===== config.mk =====
export PLATFORM = sky130hd
export DESIGN_NAME = rfr_ctrl
export DESIGN_NICKNAME = d
export VERILOG_FILES = /design/src/hdl/rfr_pkg.sv /design/src/hdl/rfr_ctrl.sv
export SDC_FILE = /design/constraint.sdc
export NUM_CORES = 1
export LEC_CHECK = 0
export ABC_AREA = 0
export BUFFER_PORTS_ARGS = -buffer_cell sky130_fd_sc_hd__buf_2
export CAP_MARGIN = 5
export CORE_UTILIZATION = 40
export DETAILED_ROUTE_END_ITERATION = 8
export GPL_TIMING_DRIVEN = 0
export HOLD_SLACK_MARGIN = 0.05
export PLACE_DENSITY = 0.59
export SLEW_MARGIN = 30
export SYNTH_ARGS = -nofsm -noshare
export SYNTH_HDL_FRONTEND = slang
export SYNTH_SLANG_ARGS = --single-unit

===== constraint.sdc =====
create_clock -name i_clk -period 4.1 [get_ports i_clk]
set_input_delay 0.41 -clock i_clk [delete_from_list [all_inputs] [get_ports i_clk]]
set_output_delay 0.41 -clock i_clk [all_outputs]
set_load 0.02 [all_outputs]

===== src/hdl/rfr_pkg.sv =====
// Shared types, constants and saturating Q24.24 helpers for the regula falsi root block.
// Depends on nothing; every other file imports it.
package rfr_pkg;

    localparam int VW     = 48;             // value width
    localparam int FB     = 24;             // fraction bits
    localparam int CW     = 16;             // count width
    localparam int MAXDEG = 63;
    localparam int AW     = $clog2(MAXDEG + 1);
    localparam int KW     = AW + 1;         // derivative scale factor width
    localparam int MW     = 2 * VW;         // wide magnitude width
    localparam int NW     = VW + FB;        // dividend width

    typedef logic signed [VW-1:0] t_val;

    localparam t_val VMAX = {1'b0, {(VW-1){1'b1}}};
    localparam t_val VMIN = {1'b1, {(VW-1){1'b0}}};
    localparam t_val QONE = {{(VW-FB-1){1'b0}}, 1'b1, {FB{1'b0}}};

    localparam logic OP_LOAD  = 1'b0;
    localparam logic OP_SOLVE = 1'b1;

    localparam logic [1:0] MODE_FIXED    = 2'd0;
    localparam logic [1:0] MODE_APRIORI  = 2'd1;
    localparam logic [1:0] MODE_WEIGHTED = 2'd2;
    localparam logic [1:0] MODE_STEP     = 2'd3;

    localparam logic [1:0] STAT_DONE    = 2'd0;
    localparam logic [1:0] STAT_CAP     = 2'd1;
    localparam logic [1:0] STAT_FLAT    = 2'd2;
    localparam logic [1:0] STAT_M1ZERO  = 2'd3;

    typedef enum logic [4:0] {
        DP_NOP, DP_LOAD, DP_LATCH,
        DP_ACC_ZERO, DP_ACC_DC, DP_ACC_ADD,
        DP_ST_D1LO, DP_ST_D1HI, DP_ST_D2LO, DP_ST_F0LO, DP_ST_FFAR, DP_ST_FX,
        DP_SLOPE, DP_CLR_ERR,
        DP_DIV_C, DP_SAVE_C, DP_DIV_Q, DP_SAVE_Q,
        DP_MUL_H, DP_MUL_P, DP_STEP,
        DP_DIV_E, DP_SAVE_E, DP_MUL_T, DP_SAVE_T
    } t_dp_op;

    typedef enum logic [1:0] {PT_LO, PT_HI, PT_CUR, PT_FAR} t_pt;

    typedef struct packed {
        t_dp_op        op;
        t_pt           pt;
        logic [1:0]    order;
        logic [AW-1:0] idx;
    } t_cmd;

    typedef struct packed {
        logic mul_busy;
        logic div_busy;
        logic m1_zero;
        logic den_zero;
        logic go_apriori;
        logic go_weighted;
        logic go_step;
    } t_sts;

    function automatic t_val f_add(t_val a, t_val b);
        logic signed [VW:0] s;
        s = {a[VW-1], a} + {b[VW-1], b};
        if (s[VW] != s[VW-1]) f_add = s[VW] ? VMIN : VMAX;
        else                  f_add = s[VW-1:0];
    endfunction

    function automatic t_val f_sub(t_val a, t_val b);
        logic signed [VW:0] s;
        s = {a[VW-1], a} - {b[VW-1], b};
        if (s[VW] != s[VW-1]) f_sub = s[VW] ? VMIN : VMAX;
        else                  f_sub = s[VW-1:0];
    endfunction

    function automatic t_val f_abs(t_val v);
        if (v == VMIN)    f_abs = VMAX;
        else if (v < 0)   f_abs = -v;
        else              f_abs = v;
    endfunction

    function automatic logic [VW-1:0] f_mag(t_val v);
        logic [VW-1:0] u;
        u = v;
        f_mag = v[VW-1] ? (~u + 1'b1) : u;
    endfunction

    // sign plus wide magnitude back to a saturated value
    function automatic t_val f_make(logic neg, logic [MW-1:0] m);
        logic [VW-1:0] low;
        low = m[VW-1:0];
        if (m > {{(MW-VW){1'b0}}, VMAX}) f_make = neg ? VMIN : VMAX;
        else if (neg)                    f_make = t_val'(~low + 1'b1);
        else                             f_make = t_val'(low);
    endfunction

    function automatic t_val f_scale(t_val v, logic [KW-1:0] k);
        logic [VW+KW-1:0] p;
        p = f_mag(v) * k;
        f_scale = f_make(v[VW-1], {{(MW-VW-KW){1'b0}}, p});
    endfunction

endpackage


===== src/hdl/rfr_ctrl.sv =====
// Controller: sequences Horner passes, slope setup, regula falsi steps and stop tests.
// Depends on rfr_pkg; drives rfr_dp through t_cmd and reads t_sts back.
module rfr_ctrl import rfr_pkg::*; (
    input  logic          i_clk,
    input  logic          i_rst_n,
    input  logic          i_accept,
    input  logic          i_op,
    input  logic [1:0]    i_mode,
    input  logic [CW-1:0] i_count,
    input  logic [AW-1:0] i_degree,
    input  logic [CW-1:0] i_cap,
    input  logic          i_out_free,
    input  t_sts          i_sts,
    output logic          o_ready,
    output t_cmd          o_cmd,
    output logic          o_done,
    output logic [1:0]    o_status,
    output logic [CW-1:0] o_iters
);
    typedef enum logic [4:0] {
        S_IDLE, S_EV_BEGIN, S_EV_FETCH, S_EV_LOAD, S_EV_MUL, S_EV_MULW, S_EV_STORE,
        S_SLOPE, S_CHK_M1, S_DIVC, S_DIVC_W, S_SAVEC, S_LOOP,
        S_DIVQ, S_DIVQ_W, S_SAVEQ, S_MULP, S_MULP_W, S_UPDATE,
        S_TEST, S_DIVE, S_DIVE_W, S_SAVEE, S_MULT, S_MULT_W, S_SAVET, S_DECIDE, S_DONE
    } t_state;

    typedef enum logic [2:0] {
        PH_D1LO, PH_D1HI, PH_D2LO, PH_F0LO, PH_FFAR, PH_FX0, PH_FX
    } t_phase;

    t_state        r_state;
    t_phase        r_phase;
    t_pt           r_pt;
    logic [1:0]    r_order;
    logic [AW-1:0] r_idx;
    logic [1:0]    r_fetch;
    logic          r_first, r_final;
    logic [1:0]    r_mode, r_status;
    logic [CW-1:0] r_cnt, r_steps;
    logic          no_terms, go;
    t_dp_op        op;

    assign no_terms = {1'b0, i_degree} < {{(AW-1){1'b0}}, r_order};

    always_comb begin
        case (r_mode)
            MODE_APRIORI:  go = i_sts.go_apriori;
            MODE_WEIGHTED: go = i_sts.go_weighted;
            default:       go = i_sts.go_step;
        endcase
    end

    always_comb begin
        op = DP_NOP;
        unique case (r_state)
            S_IDLE:     if (i_accept) op = (i_op == OP_LOAD) ? DP_LOAD : DP_LATCH;
            S_EV_BEGIN: if (no_terms) op = DP_ACC_ZERO;
            S_EV_LOAD:  op = r_first ? DP_ACC_DC : DP_ACC_ADD;
            S_EV_MUL:   op = DP_MUL_H;
            S_EV_STORE: begin
                unique case (r_phase)
                    PH_D1LO: op = DP_ST_D1LO;
                    PH_D1HI: op = DP_ST_D1HI;
                    PH_D2LO: op = DP_ST_D2LO;
                    PH_F0LO: op = DP_ST_F0LO;
                    PH_FFAR: op = DP_ST_FFAR;
                    default: op = DP_ST_FX;
                endcase
            end
            S_SLOPE:    op = DP_SLOPE;
            S_CHK_M1:   if (i_sts.m1_zero) op = DP_CLR_ERR;
            S_DIVC:     op = DP_DIV_C;
            S_SAVEC:    op = DP_SAVE_C;
            S_DIVQ:     op = DP_DIV_Q;
            S_SAVEQ:    op = DP_SAVE_Q;
            S_MULP:     op = DP_MUL_P;
            S_UPDATE:   op = DP_STEP;
            S_DIVE:     op = DP_DIV_E;
            S_SAVEE:    op = DP_SAVE_E;
            S_MULT:     op = DP_MUL_T;
            S_SAVET:    op = DP_SAVE_T;
            default:    op = DP_NOP;
        endcase
    end

    always_ff @(posedge i_clk) begin
        if (!i_rst_n) begin
            r_state  <= S_IDLE;
            r_phase  <= PH_D1LO;
            r_pt     <= PT_LO;
            r_order  <= '0;
            r_idx    <= '0;
            r_fetch  <= '0;
            r_first  <= 1'b0;
            r_final  <= 1'b0;
            r_mode   <= MODE_FIXED;
            r_status <= STAT_DONE;
            r_cnt    <= '0;
            r_steps  <= '0;
        end else begin
            unique case (r_state)
                S_IDLE: begin
                    if (i_accept && i_op == OP_SOLVE) begin
                        r_mode   <= i_mode;
                        r_cnt    <= i_count;
                        r_steps  <= '0;
                        r_status <= STAT_DONE;
                        r_final  <= 1'b0;
                        r_phase  <= PH_D1LO;
                        r_pt     <= PT_LO;
                        r_order  <= 2'd1;
                        r_state  <= S_EV_BEGIN;
                    end
                end
                S_EV_BEGIN: begin
                    if (no_terms) begin
                        r_state <= S_EV_STORE;
                    end else begin
                        r_idx   <= i_degree - AW'(r_order);
                        r_fetch <= '0;
                        r_first <= 1'b1;
                        r_state <= S_EV_FETCH;
                    end
                end
                S_EV_FETCH: begin
                    if (r_fetch == 2'd2) r_state <= S_EV_LOAD;
                    r_fetch <= r_fetch + 1'b1;
                end
                S_EV_LOAD: begin
                    r_first <= 1'b0;
                    r_state <= (r_idx == '0) ? S_EV_STORE : S_EV_MUL;
                end
                S_EV_MUL: r_state <= S_EV_MULW;
                S_EV_MULW: begin
                    if (!i_sts.mul_busy) begin
                        r_idx   <= r_idx - 1'b1;
                        r_fetch <= '0;
                        r_state <= S_EV_FETCH;
                    end
                end
                S_EV_STORE: begin
                    unique case (r_phase)
                        PH_D1LO: begin
                            r_phase <= PH_D1HI;
                            r_pt    <= PT_HI;
                            r_state <= S_EV_BEGIN;
                        end
                        PH_D1HI: begin
                            r_phase <= PH_D2LO;
                            r_pt    <= PT_LO;
                            r_order <= 2'd2;
                            r_state <= S_EV_BEGIN;
                        end
                        PH_D2LO: begin
                            r_phase <= PH_F0LO;
                            r_order <= 2'd0;
                            r_state <= S_EV_BEGIN;
                        end
                        PH_F0LO: r_state <= S_SLOPE;
                        PH_FFAR: begin
                            r_phase <= PH_FX0;
                            r_pt    <= PT_CUR;
                            r_state <= S_EV_BEGIN;
                        end
                        PH_FX0:  r_state <= S_DIVC;
                        default: r_state <= S_TEST;
                    endcase
                end
                S_SLOPE: r_state <= S_CHK_M1;
                S_CHK_M1: begin
                    if (i_sts.m1_zero) begin
                        r_status <= STAT_M1ZERO;
                        r_state  <= S_DONE;
                    end else begin
                        r_phase <= PH_FFAR;
                        r_pt    <= PT_FAR;
                        r_order <= 2'd0;
                        r_state <= S_EV_BEGIN;
                    end
                end
                S_DIVC:   r_state <= S_DIVC_W;
                S_DIVC_W: if (!i_sts.div_busy) r_state <= S_SAVEC;
                S_SAVEC:  r_state <= S_LOOP;
                S_LOOP: begin
                    if (r_mode == MODE_FIXED && r_steps >= r_cnt) begin
                        r_final <= 1'b1;
                        r_state <= S_DIVE;
                    end else if (i_sts.den_zero) begin
                        r_status <= STAT_FLAT;
                        r_final  <= 1'b1;
                        r_state  <= S_DIVE;
                    end else begin
                        r_state <= S_DIVQ;
                    end
                end
                S_DIVQ:   r_state <= S_DIVQ_W;
                S_DIVQ_W: if (!i_sts.div_busy) r_state <= S_SAVEQ;
                S_SAVEQ:  r_state <= S_MULP;
                S_MULP:   r_state <= S_MULP_W;
                S_MULP_W: if (!i_sts.mul_busy) r_state <= S_UPDATE;
                S_UPDATE: begin
                    r_steps <= r_steps + 1'b1;
                    r_phase <= PH_FX;
                    r_pt    <= PT_CUR;
                    r_order <= 2'd0;
                    r_state <= S_EV_BEGIN;
                end
                S_TEST:   r_state <= (r_mode == MODE_FIXED) ? S_LOOP : S_DIVE;
                S_DIVE:   r_state <= S_DIVE_W;
                S_DIVE_W: if (!i_sts.div_busy) r_state <= S_SAVEE;
                S_SAVEE:  r_state <= S_MULT;
                S_MULT:   r_state <= S_MULT_W;
                S_MULT_W: if (!i_sts.mul_busy) r_state <= S_SAVET;
                S_SAVET:  r_state <= S_DECIDE;
                S_DECIDE: begin
                    if (r_final || !go) begin
                        r_state <= S_DONE;
                    end else if (r_steps >= i_cap) begin
                        r_status <= STAT_CAP;
                        r_state  <= S_DONE;
                    end else begin
                        r_state <= S_LOOP;
                    end
                end
                S_DONE: if (i_out_free) r_state <= S_IDLE;
                default: r_state <= S_IDLE;
            endcase
        end
    end

    assign o_ready   = r_state == S_IDLE;
    assign o_done    = (r_state == S_DONE) && i_out_free;
    assign o_status  = r_status;
    assign o_iters   = r_steps;
    assign o_cmd.op    = op;
    assign o_cmd.pt    = r_pt;
    assign o_cmd.order = r_order;
    assign o_cmd.idx   = r_idx;

`ifndef SYNTHESIS
    a_done_free: assert property (@(posedge i_clk) disable iff (!i_rst_n)
        o_done |-> i_out_free)
        else $error("result handed over while output register full");

    a_mul_idle: assert property (@(posedge i_clk) disable iff (!i_rst_n)
        (op == DP_MUL_H || op == DP_MUL_P || op == DP_MUL_T) |-> !i_sts.mul_busy)
        else $error("multiplier restarted while busy");

    a_div_idle: assert property (@(posedge i_clk) disable iff (!i_rst_n)
        (op == DP_DIV_C || op == DP_DIV_Q || op == DP_DIV_E) |-> !i_sts.div_busy)
        else $error("divider restarted while busy");

    a_cap: assert property (@(posedge i_clk) disable iff (!i_rst_n)
        (r_state != S_IDLE && r_mode != MODE_FIXED) |-> (r_steps <= i_cap || r_steps == 1))
        else $error("step count ran past iteration cap");

    a_count: assert property (@(posedge i_clk) disable iff (!i_rst_n)
        (r_state != S_IDLE && r_mode == MODE_FIXED) |-> r_steps <= r_cnt)
        else $error("fixed count mode overran its count");
`endif

endmodule


==> results.md, run 1 <==
* Reg-to-reg endpoint: r_state[4]
* Top post-synthesis cells by area: dfxtp_1 27%, ha_1 11%, a21oi_1 8.6%
* Fin nets at 785
* Critical Path Start Type: flip-flop
* CP max stage cell: nor3_1
* Seq/Total Area, Yosys at 0.2654
* Worst vdd ir at 0.1990 mV
* Hold path depth at 3
* Number of stages on the worst setup path at 8
* Die H at 106.6 um
* Top FF cell, synth: dfxtp_1
* FP Rows at 37
* Slowest stage delay, CP at 0.48 ns
* Clock Sinks at 58
* Fin crit period at 3.288 ns
* CTS root buf: clkbuf_8
* Max Fclk at 304.2 MHz
* # resized after CTS at 0
* Top-area cell type share of the netlist area at 0.2654
* Number of fill cells at 1112
* Initial core utilization at 0.4181
* DRT iter0 DRCs at 295
* Final hold violation count at 0
* Leakage at 0.002234 uW
* Max Slew Vio Count at 0
* Crit. Startpoint: r_state[4]
* Routed vias/inst at 5.575
* WHS at 0.3011 ns
* Largest delay share family, worst path: simple AND/OR/NAND/NOR gates
* Total gr overflow at 0
* WP buf/inv at 4
* Drt wl/cell at 16.36 um
* Final worst path period share at 0.8018
* CP Max Fanout at 10
* Die Wd at 106.6 um
* Die area at 0.01136 mm^2
* CTS tree: built
* Hold path start: i_count[2]
* First-pass GRT wire length at 22350 um
* Postcts setup bufs at 0
* Cell Area, Synth at 0.004374 mm^2
* Layout cell share with drive strength beyond 1 at 0.1879
* Antenna Nets Post-Route at 0
* Gr usage total at 0.2533
* Gpl congestion at 0.9107
* Pwr Density at 414.6 mW/mm^2
* Total CTS buffers at 9
* WP data required at 3.69 ns
* Vias after detailed routing at 4644
* Asr flop ratio synth at 0
* Worst Hold End: r_cnt[2]
* Final setup fails at 0
* Number of port buffers at 86
* Slew HR at 0.4268
* Syn-to-layout area delta at 19.48%
* Mapped Avg Cell Area at 7.352 um^2
* Most frequent cells after synthesis: 83 x nand2_1, 75 x a21oi_1, 58 x dfxtp_1
* Worst min path class: input pin to flip-flop
* EDFF count, synth at 0
* Synthesized Nets at 688
* Status: completed
* Number of synthesized register bits at 58
* Hpwl dp at 10540 um
* Hold buffer count at CTS at 0
* Largest net degree at the start of global routing at 11
* Vias in the first global route at 4449
* Most frequent cell after synthesis: nand2_1
* Pre-antenna DRT Iters at 5
* Cells after synthesis at 595
* Cell taking the most area after synthesis: dfxtp_1
* Netlist cell types at 70
* Flop-to-flop setup slack at 1.49 ns
* Antenna Cells at 0
* Setup_tns at 0 ns
* # IOs at 87
* CTS H-tree depth at 3
* Sequential cell area at 0.001161 mm^2
* Skew-Pair Late Insertion Delay at 0.35 ns
* CP Cell Sequence: buf_4, nor3_1, and3_1, buf_2, nand3_1, clkbuf_1, o221ai_1, buf_2
* Worst-Margin Slew at 0.8532 ns
* Reg2reg start: o_iters[0]
* Yosys warning total at 0
* CP Class: flip-flop to output port
* Core area at 0.01046 mm^2
* Initial antenna violation count at 0
* DRC viols at 0
* Clock-pin slew on the worst setup and hold paths at 0.07 ns
* Clock Skew at 0.009591 ns
* WP data arrival at 2.88 ns
* Footprint of the multi-input gates at 0.002838 mm^2
* Cell count of the worst reg-to-reg path at 9
* Routed WL at 13630 um
* RSZ-0062 raised after global routing: no
* MaxCap Viol Count at 0
* CP dominant cell by count: buf_2
* Deepest clock path buffer count at 2
* Crit end category: output port
==> metal layers <==
metal,vias to the layer above,part of all wire,track usage
met5,-,0,0
met4,0,0.030,0.1018
met3,29,0.062,0.06018
met2,175,0.47,0.4161
met1,2133,0.44,0.3178
li1,2307,-,-
==> kinds of logic after synthesis <==
group,count (synthesis),synth area share
AOI/OAI and AO/OA,169,0.2406
buffers and inverters,86,0.08581
DFF,58,0.2654
adders and majority gates,41,0.1190
xor gates and xnor gates,10,0.02002
muxes,7,0.01630
and+or+nand+nor,224,0.2529
==> registers in the layout, indices dropped and copies added (netlist names), 2 cells and up <==
signal	flops
r_mode	2
r_fetch	2
o_status	2
r_cnt	16
r_state	5
r_phase	3
r_order	2
o_iters	16
r_idx	6
r_pt	2
==> cell type report <==
cell class / instances / area share
multi-input combinational: 451 / 0.5430
sequential: 58 / 0.2222
timing repair buffer: 86 / 0.08236
inverter: 52 / 0.03735
buffer: 34 / 0.03447
tap: 136 / 0.03256
clock buffer: 11 / 0.02897
clock inverter: 5 / 0.01915
==> power by group <==
part	switching (uW)	internal [uW]
registers	44.3	626
logic	531	301
clock network	230	435
total	805	1360
==> how the worst max path moves through the flow <==
stage | endpoint
after global placement | o_cmd[11]
after floorplan | o_cmd[11]
after global routing | o_cmd[11]
after detailed placement | o_cmd[11]
final | o_cmd[11]
after CTS | o_cmd[11]
==> metrics by stage <==
| step | area (um^2) | cells | worst slack, ns | util | power [uW] |
|---|---|---|---|---|---|
| 6_report | 5226 | 833 | 0.8125 | 0.4995 | 2167 |
| 5_1_grt | 5226 | 833 | 0.6089 | 0.4995 | 2310 |
| 4_1_cts | 5226 | 833 | 0.8559 | 0.4995 | 2175 |
| 3_5_place_dp | 4975 | 817 | 1.255 | 0.4755 | 1502 |
| 3_3_place_gp | 4975 | 817 | 1.277 | 0.4755 | 1496 |
| 2_1_floorplan | 4374 | 595 | 1.823 | - | 1261 |
==> worst register-to-register path: stages, from the launching register on <==
cell       delay, ns
dfxtp_1         0.42
inv_1           0.12
ha_1            0.29
nand2b_1        0.14
a2111oi_0       0.46
nand3b_1        0.17
a41oi_1         0.25
o21ai_0         0.37
and3_1          0.21
a21oi_1         0.06
==> cells in the final DEF (no fill, tap or decap), drive strengths merged, types with 4 or more instances in the layout <==
cell / netlist / routed
nor2b: 5 / 5
nand2: 83 / 83
a31oi: 10 / 10
ha: 40 / 40
dfxtp: 58 / 58
clkinv: 2 / 4
and3: 10 / 10
nand4: 14 / 14
o21ai: 31 / 31
nor3: 10 / 10
nand3b: 5 / 5
xor2: 6 / 6
or2: 5 / 5
xnor2: 4 / 4
mux2i: 6 / 6
inv: 50 / 50
o22ai: 4 / 4
buf: 16 / 102
nand3: 20 / 20
nor2: 41 / 41
a211oi: 4 / 4
nand2b: 7 / 7
clkbuf: 18 / 29
or3: 9 / 9
a21oi: 76 / 76
o211ai: 4 / 4
(Power assumes the default switching activity.)
==> inputs of run 2 (changes only) <==
--- a/config.mk
+++ b/config.mk
@@ -5,14 +5,14 @@
 export SDC_FILE = /design/constraint.sdc
 export NUM_CORES = 1
 export LEC_CHECK = 0
-export ABC_AREA = 0
+export ABC_AREA = 1
 export BUFFER_PORTS_ARGS = -buffer_cell sky130_fd_sc_hd__buf_2
 export CAP_MARGIN = 5
 export CORE_UTILIZATION = 40
 export DETAILED_ROUTE_END_ITERATION = 8
 export GPL_TIMING_DRIVEN = 0
 export HOLD_SLACK_MARGIN = 0.05
-export PLACE_DENSITY = 0.59
+export PLACE_DENSITY = 0.62
 export SLEW_MARGIN = 30
 export SYNTH_ARGS = -nofsm -noshare
 export SYNTH_HDL_FRONTEND = slang
==> constraint.sdc (replaced) <==
create_clock -name i_clk -period 3 [get_ports i_clk]
set_input_delay 0.3 -clock i_clk [delete_from_list [all_inputs] [get_ports i_clk]]
set_output_delay 0.3 -clock i_clk [all_outputs]
set_load 0.02 [all_outputs]
==> run 2 against run 1 <==
  * Final cell count grew 5.5%
  * Worst hold slack lost 0.13 ns
  * Clock-buffer cell count is the same
  * Register-to-register slack lost 0.50 ns
  * Die area shrank 3.5%
  * Via count shrank 3.7%
  * Routed wire length shrank 8.7%
  * Flip-flop and latch count is the same
  * Clock power grew 2%
  * Combinational power grew 51%
  * Largest power group unchanged
==> results.md, run 2 <==
* Logic pwr share at 0.429
* Sequential Power Share at 0.340
* Worst vdd ir at 0.2666 mV
* Yosys warning total at 0
* CP Max Fanout at 10
* Core area at 0.01028 mm^2
* DRC viols at 0
* Fin crit period at 2.710 ns
* Slowest stage delay, CP at 0.38 ns
* Vias in the first global route at 4190
* WHS at 0.1734 ns
* # resized after CTS at 0
* Footprint of the multi-input gates at 0.002589 mm^2
* CP Class: flip-flop to output port
* WP data required at 2.70 ns
* FP Rows at 37
* Crit end category: output port
* Leakage at 0.002485 uW
* Synth Area in Compound Gates at 0.1872
* Main combinational cell family by area after synthesis: simple AND/OR/NAND/NOR gates
* Initial antenna violation count at 0
* Syn-to-layout area delta at 18.31%
* Critical Path Start Type: flip-flop
* CP Cell Sequence: nor2_1, nand2_2, nor2_2, inv_2, nor2_4, inv_2, clkbuf_1, nand4_1, buf_2
* Layout cell share with drive strength beyond 1 at 0.1898
* Setup_tns at 0 ns
* Most frequent cell after synthesis: nand2_1
* Gr usage total at 0.2345
* Top FF cell, synth: dfxtp_1
* Mapped Avg Cell Area at 6.578 um^2
* Gpl congestion at 0.9232
* Most frequent cells in the layout: 124 x nand2_1, 100 x inv_1, 87 x buf_2
* Postcts setup bufs at 0
* Clock Skew at 0.01476 ns
* RSZ-0062 raised after global routing: no
* Final setup fails at 0
* Seq/Total Area, Yosys at 0.2754
* Routed vias/inst at 5.085
* Post-synthesis xor/xnor area fraction at 0.008309
* Status: completed
* Total CTS buffers at 9
* Slew HR at 0.5936
* DRT iter0 DRCs at 240
* Die Wd at 104.7 um
* Hpwl dp at 9849 um
* Flop-to-flop setup slack at 0.99 ns
* Pre-antenna DRT Iters at 5
* Deepest clock path buffer count at 2
* First-pass GRT wire length at 20370 um
* Skew-Pair Late Insertion Delay at 0.36 ns
* Antenna Cells at 0
* Int Pwr at 1633 uW
* Routed WL at 12450 um
* Die H at 104.7 um
* Drt wl/cell at 14.16 um
* Largest net degree at the start of global routing at 11
* Antenna Nets Post-Route at 0
* Netlist cell types at 39
* Final hold violation count at 0
* Worst min path class: input pin to flip-flop
* Number of port buffers at 86
* Clock-pin slew on the worst setup and hold paths at 0.08 ns
* P_sw at 1302 uW
* Worst-Margin Slew at 0.6095 ns
* Max Fclk at 369.0 MHz
* Number of fill cells at 1126
* Cells after synthesis at 641
* CP max stage cell: dfxtp_1
* Top-area cell type share of the netlist area at 0.2754
* Fin nets at 831
* Most frequent cells after synthesis: 124 x nand2_1, 100 x inv_1, 70 x nor2_1
* Asr flop ratio synth at 0
* Synth Area in Adders at 0.1234
* Cell Area, Synth at 0.004217 mm^2
* Clock Sinks at 58
* Cell taking the most area after synthesis: dfxtp_1
* Switching share of power at 0.4437
* CTS H-tree depth at 3
* Max Slew Vio Count at 0
* WP data arrival at 2.41 ns
* Initial core utilization at 0.4103
* Final worst path period share at 0.9034
* EDFF count, synth at 0
* CP dominant cell by count: inv_2
* # IOs at 87
* Vias after detailed routing at 4470
* Pwr Density at 588.3 mW/mm^2
* CTS root buf: clkbuf_8
* Hold buffer count at CTS at 0
* CTS tree: built
* Synthesized Nets at 734
* Total gr overflow at 0
* Sequential cell area at 0.001161 mm^2
* Commonest non-fill, non-tap cell in the layout: nand2_1
* Number of synthesized register bits at 58
* Clock power share at 0.231
* Post-synthesis simple-gate area fraction at 0.2950
* Top post-synthesis cells by area: dfxtp_1 28%, ha_1 12%, nand2_1 11%
* MaxCap Viol Count at 0
* Mux share of post-synthesis cell area at 0
* Die area at 0.01096 mm^2
## run 2: path summary, 6_finish.rpt
kind,startpoint,to,cells past startpoint
max reg2reg,r_state[1],r_cnt[12],9
max,r_state[1],o_cmd[11],9
min reg2reg,r_cnt[15],r_cnt[15],2
min,i_count[0],r_cnt[0],3
## run 2: final cells by class
class	count	share of cell area
well taps	136	0.03411
multi-input cells	461	0.5189
repair buffers	86	0.08628
flip-flops and latches	58	0.2328
inverters	110	0.08277
plain buffers	12	0.01079
clock buffers	11	0.02834
clock inverters	5	0.006020
## run 2: logic make-up after synthesis
| family | Yosys count |
|---|---|
| AND/OR/NAND/NOR | 275 |
| AO/OA/AOI/OAI | 141 |
| buffers and inverters | 122 |
| flip-flops | 58 |
| adder cells (fa/ha/maj) | 41 |
| XOR/XNOR | 4 |
## run 2: worst max-delay path, delay by kind of cell (launching register included)
family        cells  cell delay (ns)
simple gates      5             1.04
buf+inv           4             0.64
flops             1             0.38
## run 2: layer usage
layer	vias to the layer above	share of wire	global-route usage
met1	2010	0.48	0.3180
met3	21	0.056	0.03868
met5	-	0	0
met2	137	0.45	0.3756
li1	2302	-	-
met4	0	0.018	0.08149
## run 2: stage by stage
stage               instance area, um^2  power, uW  cells  setup slack [ns]    util
detailed placement                 4817       2267    863            0.6550  0.4687
CTS                                4989       2941    879            0.2589  0.4854
finish                             4989       2935    879            0.2897  0.4854
global placement                   4817       2239    863            0.6076  0.4687
floorplan                          4217       1916    641             1.073       -
global route                       4989       3157    879            0.1670  0.4854
## run 2: power groups by stage
stage	clock network [uW]	logic (uW)	registers, uW
final	678	1260	998
after detailed placement	0	1250	1010
after CTS	685	1260	997
after floorplan	0	863	1050
after global routing	711	1430	1010
after global placement	0	1230	1010
